==> config.mk <==
export PLATFORM = sky130hd
export DESIGN_NAME = udp_ipv4_ethernet_frame_builder
export DESIGN_NICKNAME = d
export VERILOG_FILES = /design/src/design/udpfb_pkg.sv /design/src/design/udpfb_cfg.sv /design/src/design/udpfb_front.sv /design/src/design/udpfb_queue.sv /design/src/design/udpfb_back.sv /design/src/design/udp_ipv4_ethernet_frame_builder.sv
export VERILOG_INCLUDE_DIRS = /design/src /design/src/design
export SDC_FILE = /design/constraint.sdc
export NUM_CORES = 1
export LEC_CHECK = 0
export BUFFER_PORTS_ARGS = -buffer_cell sky130_fd_sc_hd__buf_2
export CAP_MARGIN = 30
export CORE_MARGIN = 2
export CORE_UTILIZATION = 34
export DETAILED_ROUTE_END_ITERATION = 10
export GPL_TIMING_DRIVEN = 0
export SETUP_SLACK_MARGIN = 0.15
export SLEW_MARGIN = 20
export SYNTH_ARGS = -nofsm -noshare
export SYNTH_HDL_FRONTEND = slang
export SYNTH_SLANG_ARGS = --single-unit
==> constraint.sdc <==
create_clock -name clk -period 7.5 [get_ports clk]
set_clock_uncertainty 0.05 [all_clocks]
set_input_delay 0.375 -clock clk [delete_from_list [all_inputs] [get_ports clk]]
set_output_delay 0.375 -clock clk [all_outputs]
set_load 0.01 [all_outputs]
==> src/design/udp_ipv4_ethernet_frame_builder_defines.svh <==
// ----------------------------------------------------------------------------
// Frame builder assertion macros
// Shared concurrent assertion forms, clocked on clk and disabled in reset.
// ----------------------------------------------------------------------------
`ifndef UDP_IPV4_ETHERNET_FRAME_BUILDER_DEFINES_SVH
`define UDP_IPV4_ETHERNET_FRAME_BUILDER_DEFINES_SVH

// Check a property at every clock edge outside reset.
`define UDPFB_ASSERT(lbl, prop, msg) \
	lbl: assert property (@(posedge clk) disable iff (!arst_n) (prop)) else $error(msg);

// Check that a condition in one cycle leads to another in the next.
`define UDPFB_ASSERT_NEXT(lbl, ante, cons, msg) \
	lbl: assert property (@(posedge clk) disable iff (!arst_n) (ante) |=> (cons)) \
		else $error(msg);

`endif

==> src/design/udpfb_pkg.sv <==
// ----------------------------------------------------------------------------
// Frame builder package
// Payload types, header constants and header byte selection.
// ----------------------------------------------------------------------------
package udpfb_pkg;

	localparam int HDR_LEN     = 42;
	localparam int IP_HDR_LEN  = 20;
	localparam int UDP_HDR_LEN = 8;
	localparam int ETH_HDR_LEN = 14;
	localparam int QDEPTH      = 4;
	localparam int QPTR_W      = $clog2(QDEPTH);
	localparam int HIDX_W      = $clog2(HDR_LEN + 1);
	localparam int SUM_W       = 19;

	localparam logic [10:0] MAX_BODY     = 11'd1472;
	localparam logic [7:0]  ETHERTYPE_HI = 8'h08;
	localparam logic [7:0]  ETHERTYPE_LO = 8'h00;
	localparam logic [7:0]  IP_VER_IHL   = 8'h45;
	localparam logic [7:0]  IP_TTL       = 8'd128;
	localparam logic [7:0]  IP_PROTO_UDP = 8'd17;

	typedef enum logic [2:0] {
		CFG_SOURCE_MAC  = 3'd0,
		CFG_DEST_MAC    = 3'd1,
		CFG_SOURCE_IP   = 3'd2,
		CFG_DEST_IP     = 3'd3,
		CFG_SOURCE_PORT = 3'd4,
		CFG_DEST_PORT   = 3'd5
	} cfg_index_t;

	typedef struct packed {
		logic [7:0]  payload_byte;
		logic [10:0] body_length;
	} in_item_t;

	typedef struct packed {
		logic [7:0] frame_byte;
		logic       run_last;
		logic       frame_last;
	} out_item_t;

	typedef struct packed {
		logic [47:0] source_mac;
		logic [47:0] dest_mac;
		logic [31:0] source_ip;
		logic [31:0] dest_ip;
		logic [15:0] source_port;
		logic [15:0] dest_port;
	} cfg_regs_t;

	// One classified input item waiting for the back end.
	typedef struct packed {
		logic [7:0]  payload_byte;
		logic [10:0] body_length;
		logic        start;
		logic        empty;
		logic        last;
	} entry_t;

	typedef struct packed {
		logic full;
		logic empty;
	} queue_status_t;

	function automatic logic [15:0] ip_total_len(input logic [10:0] len);
		return 16'(IP_HDR_LEN + UDP_HDR_LEN) + {5'd0, len};
	endfunction

	function automatic logic [15:0] udp_total_len(input logic [10:0] len);
		return 16'(UDP_HDR_LEN) + {5'd0, len};
	endfunction

	function automatic logic [7:0] hdr_byte(input logic [HIDX_W-1:0] idx, input cfg_regs_t c,
			input logic [10:0] len, input logic [15:0] csum);
		logic [15:0] ip_len;
		logic [15:0] udp_len;
		logic [7:0]  b;
		ip_len  = ip_total_len(len);
		udp_len = udp_total_len(len);
		case (idx)
			6'd0:  b = c.dest_mac[47:40];
			6'd1:  b = c.dest_mac[39:32];
			6'd2:  b = c.dest_mac[31:24];
			6'd3:  b = c.dest_mac[23:16];
			6'd4:  b = c.dest_mac[15:8];
			6'd5:  b = c.dest_mac[7:0];
			6'd6:  b = c.source_mac[47:40];
			6'd7:  b = c.source_mac[39:32];
			6'd8:  b = c.source_mac[31:24];
			6'd9:  b = c.source_mac[23:16];
			6'd10: b = c.source_mac[15:8];
			6'd11: b = c.source_mac[7:0];
			6'd12: b = ETHERTYPE_HI;
			6'd13: b = ETHERTYPE_LO;
			6'd14: b = IP_VER_IHL;
			6'd16: b = ip_len[15:8];
			6'd17: b = ip_len[7:0];
			6'd22: b = IP_TTL;
			6'd23: b = IP_PROTO_UDP;
			6'd24: b = csum[15:8];
			6'd25: b = csum[7:0];
			6'd26: b = c.source_ip[31:24];
			6'd27: b = c.source_ip[23:16];
			6'd28: b = c.source_ip[15:8];
			6'd29: b = c.source_ip[7:0];
			6'd30: b = c.dest_ip[31:24];
			6'd31: b = c.dest_ip[23:16];
			6'd32: b = c.dest_ip[15:8];
			6'd33: b = c.dest_ip[7:0];
			6'd34: b = c.source_port[15:8];
			6'd35: b = c.source_port[7:0];
			6'd36: b = c.dest_port[15:8];
			6'd37: b = c.dest_port[7:0];
			6'd38: b = udp_len[15:8];
			6'd39: b = udp_len[7:0];
			default: b = 8'h00;
		endcase
		return b;
	endfunction

endpackage

==> src/design/udpfb_cfg.sv <==
// ----------------------------------------------------------------------------
// Frame builder configuration registers
// Address register file plus the fixed part of the IPv4 header checksum.
// ----------------------------------------------------------------------------
module udpfb_cfg (
	input  logic                  clk,
	input  logic                  arst_n,
	input  logic                  wr_en,
	input  logic [2:0]            wr_index,
	input  logic [47:0]           wr_data,
	output udpfb_pkg::cfg_regs_t  regs,
	output logic [18:0]           base_sum
);
	import udpfb_pkg::*;

	cfg_regs_t         regs_q;
	logic [SUM_W-1:0]  base_sum_q;

	always_ff @(posedge clk or negedge arst_n) begin
		if (!arst_n) begin
			regs_q.source_mac  <= 48'h0202846A9601;
			regs_q.dest_mac    <= 48'hFFFFFFFFFFFF;
			regs_q.source_ip   <= 32'hA9FE0001;
			regs_q.dest_ip     <= 32'hA9FEFFFF;
			regs_q.source_port <= 16'd25565;
			regs_q.dest_port   <= 16'd25565;
		end else if (wr_en) begin
			case (cfg_index_t'(wr_index))
				CFG_SOURCE_MAC:  regs_q.source_mac  <= wr_data;
				CFG_DEST_MAC:    regs_q.dest_mac    <= wr_data;
				CFG_SOURCE_IP:   regs_q.source_ip   <= wr_data[31:0];
				CFG_DEST_IP:     regs_q.dest_ip     <= wr_data[31:0];
				CFG_SOURCE_PORT: regs_q.source_port <= wr_data[15:0];
				CFG_DEST_PORT:   regs_q.dest_port   <= wr_data[15:0];
				default: ;
			endcase
		end
	end

	// Sum of every header word that does not depend on the body length.
	always_ff @(posedge clk) begin
		base_sum_q <= {3'd0, IP_VER_IHL, 8'h00} + {3'd0, IP_TTL, IP_PROTO_UDP}
			+ {3'd0, regs_q.source_ip[31:16]} + {3'd0, regs_q.source_ip[15:0]}
			+ {3'd0, regs_q.dest_ip[31:16]} + {3'd0, regs_q.dest_ip[15:0]};
	end

	assign regs     = regs_q;
	assign base_sum = base_sum_q;

endmodule

==> src/design/udpfb_front.sv <==
// ----------------------------------------------------------------------------
// Frame builder front end
// Track message position and tag each payload byte for the back end.
// ----------------------------------------------------------------------------
`include "udp_ipv4_ethernet_frame_builder_defines.svh"

module udpfb_front (
	input  logic                 clk,
	input  logic                 arst_n,
	input  logic                 accept,
	input  udpfb_pkg::in_item_t  item,
	output udpfb_pkg::entry_t    entry
);
	import udpfb_pkg::*;

	logic        in_message_q;
	logic [10:0] remaining_q;
	logic        in_message_d;
	logic [10:0] remaining_d;
	logic [10:0] len_sat;

	always_comb begin
		len_sat = (item.body_length > MAX_BODY) ? MAX_BODY : item.body_length;
		entry.payload_byte = item.payload_byte;
		entry.body_length  = len_sat;
		entry.start        = !in_message_q;
		entry.empty        = 1'b0;
		entry.last         = 1'b0;
		if (!in_message_q) begin
			entry.empty  = (len_sat == 11'd0);
			remaining_d  = (len_sat == 11'd0) ? 11'd0 : len_sat - 11'd1;
		end else begin
			remaining_d  = remaining_q - 11'd1;
		end
		entry.last   = (remaining_d == 11'd0);
		in_message_d = (remaining_d != 11'd0);
	end

	always_ff @(posedge clk or negedge arst_n) begin
		if (!arst_n) begin
			in_message_q <= 1'b0;
			remaining_q  <= 11'd0;
		end else if (accept) begin
			in_message_q <= in_message_d;
			remaining_q  <= remaining_d;
		end
	end

	`UDPFB_ASSERT(a_msg_has_bytes, !in_message_q || remaining_q != 11'd0, "message without bytes")
	`UDPFB_ASSERT_NEXT(a_msg_ends, accept && in_message_q && remaining_q == 11'd1, !in_message_q, "message did not end")

endmodule

==> src/design/udpfb_queue.sv <==
// ----------------------------------------------------------------------------
// Frame builder entry queue
// Short FIFO that decouples the front end from header emission.
// ----------------------------------------------------------------------------
module udpfb_queue (
	input  logic                       clk,
	input  logic                       arst_n,
	input  logic                       push,
	input  udpfb_pkg::entry_t          push_data,
	input  logic                       pop,
	output udpfb_pkg::entry_t          head,
	output udpfb_pkg::queue_status_t   status
);
	import udpfb_pkg::*;

	entry_t              slot_q [QDEPTH];
	logic [QPTR_W-1:0]   wr_ptr_q;
	logic [QPTR_W-1:0]   rd_ptr_q;
	logic [QPTR_W:0]     count_q;

	always_ff @(posedge clk) begin
		if (push) begin
			slot_q[wr_ptr_q] <= push_data;
		end
	end

	always_ff @(posedge clk or negedge arst_n) begin
		if (!arst_n) begin
			wr_ptr_q <= '0;
			rd_ptr_q <= '0;
			count_q  <= '0;
		end else begin
			if (push) begin
				wr_ptr_q <= wr_ptr_q + 1'b1;
			end
			if (pop) begin
				rd_ptr_q <= rd_ptr_q + 1'b1;
			end
			case ({push, pop})
				2'b10:   count_q <= count_q + 1'b1;
				2'b01:   count_q <= count_q - 1'b1;
				default: count_q <= count_q;
			endcase
		end
	end

	assign head         = slot_q[rd_ptr_q];
	assign status.full  = (count_q == (QPTR_W+1)'(QDEPTH));
	assign status.empty = (count_q == '0);

endmodule

==> src/design/udpfb_back.sv <==
// ----------------------------------------------------------------------------
// Frame builder back end
// Emit the header at each message start, then the payload byte of each non-empty entry.
// ----------------------------------------------------------------------------
`include "udp_ipv4_ethernet_frame_builder_defines.svh"

module udpfb_back (
	input  logic                      clk,
	input  logic                      arst_n,
	input  udpfb_pkg::cfg_regs_t      regs,
	input  logic [18:0]               base_sum,
	input  udpfb_pkg::entry_t         head,
	input  udpfb_pkg::queue_status_t  status,
	output logic                      pop,
	output logic                      out_valid,
	input  logic                      out_stall,
	output udpfb_pkg::out_item_t      out_data
);
	import udpfb_pkg::*;

	logic [HIDX_W-1:0] hdr_idx_q;
	logic [HIDX_W-1:0] hdr_idx_d;
	logic [15:0]       csum_q;
	logic              out_valid_q;
	out_item_t         out_q;
	out_item_t         res;
	logic              load;
	logic [SUM_W-1:0]  sum;
	logic [16:0]       fold1;
	logic [15:0]       fold2;

	// Checksum of the head entry; stable long before byte 24 goes out.
	always_comb begin
		sum   = base_sum + {3'd0, ip_total_len(head.body_length)};
		fold1 = {1'b0, sum[15:0]} + {14'd0, sum[SUM_W-1:16]};
		fold2 = fold1[15:0] + {15'd0, fold1[16]};
	end

	always_ff @(posedge clk) begin
		csum_q <= ~fold2;
	end

	always_comb begin
		load      = !out_valid_q || !out_stall;
		pop       = 1'b0;
		hdr_idx_d = hdr_idx_q;
		res.frame_byte = head.payload_byte;
		res.run_last   = 1'b1;
		res.frame_last = head.last;
		if (head.start && hdr_idx_q != HIDX_W'(HDR_LEN)) begin
			res.frame_byte = hdr_byte(hdr_idx_q, regs, head.body_length, csum_q);
			res.run_last   = 1'b0;
			res.frame_last = 1'b0;
			hdr_idx_d      = hdr_idx_q + 1'b1;
			if (hdr_idx_q == HIDX_W'(HDR_LEN - 1) && head.empty) begin
				res.run_last   = 1'b1;
				res.frame_last = 1'b1;
				pop            = load && !status.empty;
				hdr_idx_d      = '0;
			end
		end else begin
			pop       = load && !status.empty;
			hdr_idx_d = '0;
		end
	end

	always_ff @(posedge clk or negedge arst_n) begin
		if (!arst_n) begin
			out_valid_q <= 1'b0;
			hdr_idx_q   <= '0;
		end else if (load) begin
			out_valid_q <= !status.empty;
			if (!status.empty) begin
				hdr_idx_q <= hdr_idx_d;
			end
		end
	end

	always_ff @(posedge clk) begin
		if (load && !status.empty) begin
			out_q <= res;
		end
	end

	assign out_valid = out_valid_q;
	assign out_data  = out_q;

	`UDPFB_ASSERT(a_frame_last_ends_run, !out_valid_q || !out_q.frame_last || out_q.run_last, "frame_last without run_last")
	`UDPFB_ASSERT(a_header_has_head, hdr_idx_q == '0 || !status.empty, "header in progress with empty queue")

endmodule

==> src/design/udp_ipv4_ethernet_frame_builder.sv <==
// ----------------------------------------------------------------------------
// UDP/IPv4/Ethernet frame builder
// Wrap a stream of UDP body bytes into Ethernet frames without FCS.
// ----------------------------------------------------------------------------
// Usage:
//   in_*   : one UDP body byte per transfer, tagged with the whole body length.
//            The length is taken on the first byte of a message only, and
//            saturates at the maximum body size.
//   out_*  : one frame byte per transfer. run_last marks the last byte caused
//            by an input transfer, frame_last the last byte of a frame.
//   cfg_*  : register writes (MACs, IPs, ports); cfg_ready is always high.
//            Write only while no frame is in flight.
// Order: with the queue empty, an accepted first body byte is written into the
//   queue, and from there its first header byte is loaded into the output
//   register; the 42 header bytes follow one per cycle while out_stall is
//   low, then that body byte. Later body bytes follow as they reach the head
//   of the queue.
// Throughput: the output register moves one byte per cycle while out_stall is
//   low; the back end's byte sequencer sets the rate. A four-entry queue lets
//   input bytes keep arriving during the header, and in_stall rises when it
//   fills.
// Reset: registers return to their defaults, queue and message state clear.
// When the receiver stalls, the output byte holds and the queue fills.
// ----------------------------------------------------------------------------
module udp_ipv4_ethernet_frame_builder (
	input  logic                  clk,
	input  logic                  arst_n,
	input  logic                  in_valid,
	output logic                  in_stall,
	input  udpfb_pkg::in_item_t   in_data,
	output logic                  out_valid,
	input  logic                  out_stall,
	output udpfb_pkg::out_item_t  out_data,
	input  logic                  cfg_valid,
	output logic                  cfg_ready,
	input  logic [2:0]            cfg_index,
	input  logic [47:0]           cfg_data
);
	import udpfb_pkg::*;

	cfg_regs_t      regs;
	logic [18:0]    base_sum;
	entry_t         entry;
	entry_t         head;
	queue_status_t  status;
	logic           accept;
	logic           pop;

	// Register writes are always taken.
	assign cfg_ready = 1'b1;

	udpfb_cfg u_cfg (
		.clk      (clk),
		.arst_n   (arst_n),
		.wr_en    (cfg_valid && cfg_ready),
		.wr_index (cfg_index),
		.wr_data  (cfg_data),
		.regs     (regs),
		.base_sum (base_sum)
	);

	// Hold input off only when the queue has no room.
	assign in_stall = status.full;
	assign accept   = in_valid && !in_stall;

	udpfb_front u_front (
		.clk    (clk),
		.arst_n (arst_n),
		.accept (accept),
		.item   (in_data),
		.entry  (entry)
	);

	udpfb_queue u_queue (
		.clk       (clk),
		.arst_n    (arst_n),
		.push      (accept),
		.push_data (entry),
		.pop       (pop),
		.head      (head),
		.status    (status)
	);

	// Advance through header and payload bytes as the output drains.
	udpfb_back u_back (
		.clk       (clk),
		.arst_n    (arst_n),
		.regs      (regs),
		.base_sum  (base_sum),
		.head      (head),
		.status    (status),
		.pop       (pop),
		.out_valid (out_valid),
		.out_stall (out_stall),
		.out_data  (out_data)
	);

endmodule

After elaboration in Yosys (flattened, before gate mapping)

Memory sizes are Yosys's and may differ from the RTL's.
Cells that the tools add are included.

Bits in registers: 263
Bits in writable memories: 88
Bits of input ports: 75
Output and inout bits: 13
Word-level logic and storage cells: 119
Memories: 1

Add/sub/neg operators: 16
$lt $le $gt $ge: 1
Equal/unequal tests: 43
Mux-type cells: 14
Bitwise logic cells: 2
Reductions and logical operators: 24

Memory list:

| name           | words | bits a word | read ports | clocked after memory_dff | wr ports | line              | text |
|---|---|---|---|---|---|---|---|
| u_queue.slot_q | 4     | 22          | 1          | 0                        | 1        | udpfb_queue.sv:16 | `entry_t slot_q [QDEPTH];` |

Operators with widths:

| cell                   | count |
|---|---|
| $pmux 8 s34            | 1 |
| $eq 6x5->1 const B     | 12 |
| $add 19x16->19         | 3 |
| $eq 6x6->1 const B     | 9 |
| $eq 6x4->1 const B     | 6 |
| $mux 11                | 3 |
| $eq 6x3->1 const B     | 4 |
| $logic_not 11->1       | 2 |
| $sub 11x1->11 const B  | 2 |
| $add 19x12->19         | 1 |
| $add 16x16->17 const A | 1 |
| $add 16x3->17          | 1 |
| $add 16x1->16          | 1 |
| $not 16->16            | 1 |
| $reduce_and 2->1       | 7 |
| $add 4x11->12 const A  | 1 |
| $add 5x11->12 const A  | 1 |
| $eq 6x2->1 const B     | 2 |
| $mux 6                 | 2 |
| $gt 11x11->1 const B   | 1 |
| $reduce_bool 11->1     | 1 |
| $mux 10                | 1 |
| $eq 3x3->1 const B     | 3 |
| $add 6x1->6 const B    | 1 |
| other kinds (19)       | 33 |

Logic depth before layout (Yosys ltp)

Word-level depth: 7
Depth in mapped cells: 34
Mapped depth without buffers: 31

By module

A second synthesis with hierarchy kept.

Cells, all modules: 1,635
Area, all modules: 19,427.4 sq um

Modules (own cells, without submodules):

| module                          | times used | cells each | area each (sq um) |
|---|---|---|---|
| udpfb_cfg                       | 1          | 697        | 9,683.0 |
| udpfb_back                      | 1          | 615        | 4,735.8 |
| udpfb_queue                     | 1          | 152        | 3,608.5 |
| udpfb_front                     | 1          | 168        | 1,375.1 |
| udp_ipv4_ethernet_frame_builder | 1          | 3          | 25.0 |

Worst setup path after synthesis

Ideal clock, no wire load.

Kind: register -> register
From: register u_queue.rd_ptr_q[0]
To: register u_back.csum_q[12]
Setup time: 72 ps
Data arrival time: 6,838 ps
Path slack: 539 ps
Cell stages (with the launch flop): 35
Buffers on the path: 3
Period minus slack after synthesis: 6,961 ps
Cell sequence: dfrtp_1 clkbuf_1 buf_2 mux4_2 inv_1 ha_1 inv_1 o21ai_0 nor2_1 xor2_1 ha_1 clkbuf_1 a21o_1 a21o_1 a41o_2 a21o_1 a21oi_1 nor2_1 nand3_1 xnor2_1 ha_1 inv_1 fa_1 inv_1 a21oi_1 nor2_1 nand4_1 nor4_1 ha_1 ha_1 nand4_1 nor4_1 nand3_1 a21boi_0 xnor2_1

Longest elaborated chain between the ends: 6

RTL lines:

| what                     | line              | text |
|---|---|---|
| start: declaration       | udpfb_queue.sv:18 | `logic [QPTR_W-1:0] rd_ptr_q;` |
| start signal: assignment | udpfb_queue.sv:37 | `rd_ptr_q <= rd_ptr_q + 1'b1;` |
| $mem_v2 4x22             | n/a               |  |
| $add 5x11->12            | udpfb_pkg.sv:67   | `return 16'(IP_HDR_LEN + UDP_HDR_LEN) + {5'd0, len};` |
| $add 19x12->19           | udpfb_back.sv:34  | `sum = base_sum + {3'd0, ip_total_len(head.body_length)};` |
| $add 16x3->17            | udpfb_back.sv:35  | `fold1 = {1'b0, sum[15:0]} + {14'd0, sum[SUM_W-1:16]};` |
| $add 16x1->16            | udpfb_back.sv:36  | `fold2 = fold1[15:0] + {15'd0, fold1[16]};` |
| $not 16->16              | udpfb_back.sv:40  | `csum_q <= ~fold2;` |
| end signal: assignment   | udpfb_back.sv:40  |  |
| end: declaration         | udpfb_back.sv:23  | `logic [15:0] csum_q;` |

Every way passes these cells.
A chain may end at the register's enable or synchronous reset.

Worst setup path in the final report

From: register u_queue.rd_ptr_q[0]
To: register u_back.csum_q[10]

The elaborated chain is that of the path after synthesis.

==> summary.txt <==
Worst Hold Endpoint -> u_cfg.regs[190]$_DFFE_PN0P_
CTS tree -> done
max incr delay on CP -> 0.56 ns
Cells after Synth -> 1549
Placed Instance Area -> 20200 um^2
number of global-route vias before repair -> 13900
largest family of logic cells by synthesized area -> multiplexers
R2R Setup Slk -> 0.44 ns
ant diodes -> 0
DR pass1 iterations -> 6
Fillers -> 5056
# setup viols final -> 0
Fin. Hold Viols -> 0
die width -> 238 um
Core Footprint -> 53900 um^2
Synth Area in Adders -> 7.38%
number of port buffers -> 85
mapped cell area -> 18600 um^2
Worst-path clk slew -> 0.06 ns
CTS Buffer Depth -> 3
startpoint types -> register
Synth cell types -> 84
mux share of post-synthesis cell area -> 14.9%
Leakage -> 8.91 nW
slowest cell on the critical path -> mux4_2
first-pass GRT wire length -> 88.5 mm
area of the multi-input gates -> 8880 um^2
initial drt markers -> 1397
I/O pin total -> 88
nets -> 1899
fin util -> 41.1%
die area -> 56600 um^2
synth-to-layout area growth -> 19.1%
Post-route DRC -> 0
die height -> 238 um
Routed Antenna Nets -> 0
Compound-Gate Fraction of Synth Area -> 10.5%
gr usage total -> 21.0%
drt total wl -> 59.5 mm
Final min period -> 7.06 ns
simple-gate share of the synthesized area -> 9.36%
relative slew slack -> 26.7%
Post-DP HPWL -> 43.9 mm
hold depth -> 2
# H-tree levels -> 2
ys async rst share -> 62.1%
unrepaired setup endpoints after global routing -> false
total CTS buffers -> 39
Pins Over Slew Limit -> 0
syn_nets -> 1712
maximum vdd drop -> 0.000400 V
synth warn -> 0
hold crit path type -> in2reg
Worst-Skew Late Latency -> 0.58 ns
Peak Freq -> 0.142 GHz
per-cell routed wire length -> 24.2 um
gr ovfl total -> 0
post-DR vias/cell -> 5.60
largest net degree at the start of global routing -> 88
CP required -> 7.91 ns
Post-Synth XOR/XNOR Area -> 4.61%
root buf cell -> clkbuf_16
Hold Crit Start -> cfg_data[46]
status -> completed
reg2reg start -> u_queue.rd_ptr_q[0]$_DFFE_PN0P_
starting density of the core -> 34.5%
FF-to-FF End -> u_back.csum_q[10]$_DFF_P_
Mapped Avg Cell Area -> 12.0 um^2
register bit count reported by yosys -> 351
Reg area -> 9250 um^2
Power Density -> 508 nW/um^2
Reg2Reg Depth -> 35
arrival time worst endpoint -> 7.46 ns
clock sinks -> 351
MaxCap Viol Count -> 0
main flop type after synthesis -> dfstp_2
share of post-route cells with drive strength above 1 -> 34.0%
crit path max fanout -> 8
initial antenna violation count -> 1
via count -> 13800
post-route cell area -> 22200 um^2
Rows -> 85
GP Congestion -> 0.936
worst-margin pin slew -> 1.10 ns
post-synthesis sequential area ratio -> 49.7%
fin crit share -> 94.1%
Worst Setup End Kind -> register
crit path kind -> reg2reg
EDFF count, synth -> 98
where the power goes:
part | switching [mW] | internal [mW]
Sequential | 0.373 | 2.69
Combinational | 3.61 | 2.43
Clock | 0.827 | 1.33
Total | 4.81 | 6.45
metrics by stage:
step	setup TNS (ns)	power, mW	hold WS, ns	worst slack, ns	std cells
2_1_floorplan	0	7.14	0.0294	0.539	1549
3_3_place_gp	-8.39	8.67	0.422	-1.09	2330
3_5_place_dp	-10.22	8.78	0.295	-1.24	2347
4_1_cts	0	11.1	0.00415	0.150	2447
5_1_grt	0	12.0	0.0218	0.0396	2462
6_report	0	11.3	0.0234	0.445	2462
layer usage:
layer | share of wire, % | vias to the layer above | GRT usage, %
met2 | 45 | 542 | 32.3
met4 | 3.3 | 2 | 7.78
met5 | 0.19 | - | 1.47
li1 | - | 6037 | -
met3 | 7.2 | 108 | 4.01
met1 | 44 | 7101 | 29.2
cells in the final DEF (no fill, tap or decap), drive strengths merged, types with 6 or more instances in the layout:
master / count
ha: 53
and3: 21
nand3: 37
a22o: 22
o2111ai: 6
o211ai: 8
xnor2: 44
clkbuf: 100
buf: 137
clkinv: 10
dfxtp: 35
nor4: 11
mux4: 22
fa: 35
nor2: 74
o21a: 7
mux2: 197
nand2b: 16
a221oi: 24
dlygate4sd3: 21
inv: 116
nand4: 21
and2: 13
bufinv: 8
nor2b: 11
edfxtp: 98
a21oi: 34
a211oi: 8
xor2: 50
a21o: 11
o21ai: 48
nor3: 39
dfrtp: 98
nand2: 82
or3: 7
a22oi: 53
dfstp: 120
synthesized netlist by cell type, types with 5 or more instances:
cell type  number  share of area [%]
a221oi_1       24                1.1
xnor2_1        44                2.1
o31ai_1         5               0.20
nand2b_1       16               0.54
and3_1         20               0.67
nor3_1         35               0.94
mux2i_1         5               0.27
a21oi_1        33               0.89
or3_1           6               0.20
fa_1           35                3.8
buf_1           6               0.12
clkbuf_1       50                1.0
nand4_1        21               0.71
nor4_1         11               0.37
a22o_1         22                1.0
edfxtp_1       98                 16
nand2_1        82                1.7
nor2b_1        11               0.37
dfstp_2       120                 17
and2_1         13               0.44
a21o_1         10               0.40
o2111ai_1       5               0.24
inv_1         115                2.3
ha_1           53                3.6
a22oi_1        53                2.1
o21ai_0        46                1.2
nor2_1         72                1.5
mux4_2         22                2.7
a31oi_1         5               0.17
o21a_1          7               0.28
a211oi_1        7               0.28
nand3_1        35               0.94
xor2_1         47                2.2
o211ai_1        8               0.32
dfrtp_1        98                 13
dfxtp_1        35                3.8
mux2_2        197                 12
how the worst max path moves through the flow:
stage | endpoint | slack, ns | start | cells past startpoint
2_1_floorplan | u_back.csum_q[12]$_DFF_P_ | 0.54 | u_queue.rd_ptr_q[0]$_DFFE_PN0P_ | 34
3_3_place_gp | u_back.csum_q[12]$_DFF_P_ | -1.09 | u_queue.rd_ptr_q[0]$_DFFE_PN0P_ | 34
3_5_place_dp | u_back.csum_q[12]$_DFF_P_ | -1.24 | u_queue.rd_ptr_q[0]$_DFFE_PN0P_ | 34
4_1_cts | u_back.csum_q[15]$_DFF_P_ | 0.15 | u_queue.rd_ptr_q[0]$_DFFE_PN0P_ | 34
5_1_grt | u_back.csum_q[12]$_DFF_P_ | 0.04 | u_queue.rd_ptr_q[0]$_DFFE_PN0P_ | 34
6_report | u_back.csum_q[10]$_DFF_P_ | 0.44 | u_queue.rd_ptr_q[0]$_DFFE_PN0P_ | 35
flip-flops by register name, summed over array words and instances, names as in the netlist:
register              count
u_queue.slot_q           88
u_back.out_valid          1
u_back.hdr_idx_q          6
u_front.remaining_q      11
u_cfg.base_sum           19
u_back.csum_q            16
u_queue.rd_ptr_q          2
u_back.out_data          10
u_front.in_message_q      1
u_cfg.regs              192
u_queue.count_q           3
u_queue.wr_ptr_q          2
area by class of cell:
cell class | instances | area share (%)
Tap cell | 696 | 3.93
Inverter | 116 | 1.97
Clock inverter | 19 | 1.51
Timing Repair Buffer | 146 | 4.54
Buffer | 60 | 1.18
Multi-Input combinational cell | 1022 | 40.1
Clock buffer | 52 | 5.04
Sequential cell | 351 | 41.7
repair_timing:
item                                   4_1_cts  5_1_grt
endpoints found under the hold margin       74        0
buffers inserted                             8       11
pin swaps                                    7       13
hold buffers                                21        0
setup endpoints to repair                   16       10
cloned                                       0        0
gates resized for setup                     21       30
cells by family (layout without fill, tap and decap cells):
family / count (synthesis) / count (layout)
compound gates: 269 / 269
xor+xnor: 94 / 94
fa+ha+maj: 89 / 89
buf+inv: 176 / 393
flops: 351 / 351
mux: 224 / 224
other cells: 1 / 1
simple gates: 345 / 345
worst max-delay path: cells and delay by family, from the launching register on:
kind                       cells  cell delay (ns)
adders and majority gates      6             1.51
DFF                            1             0.35
AOI/OAI and AO/OA              8             1.22
and+or+nand+nor                8             1.62
muxes                          1             0.56
buffers and inverters         10             1.17
xor gates and xnor gates       2             0.43
Power figures use the tool's default switching activity.
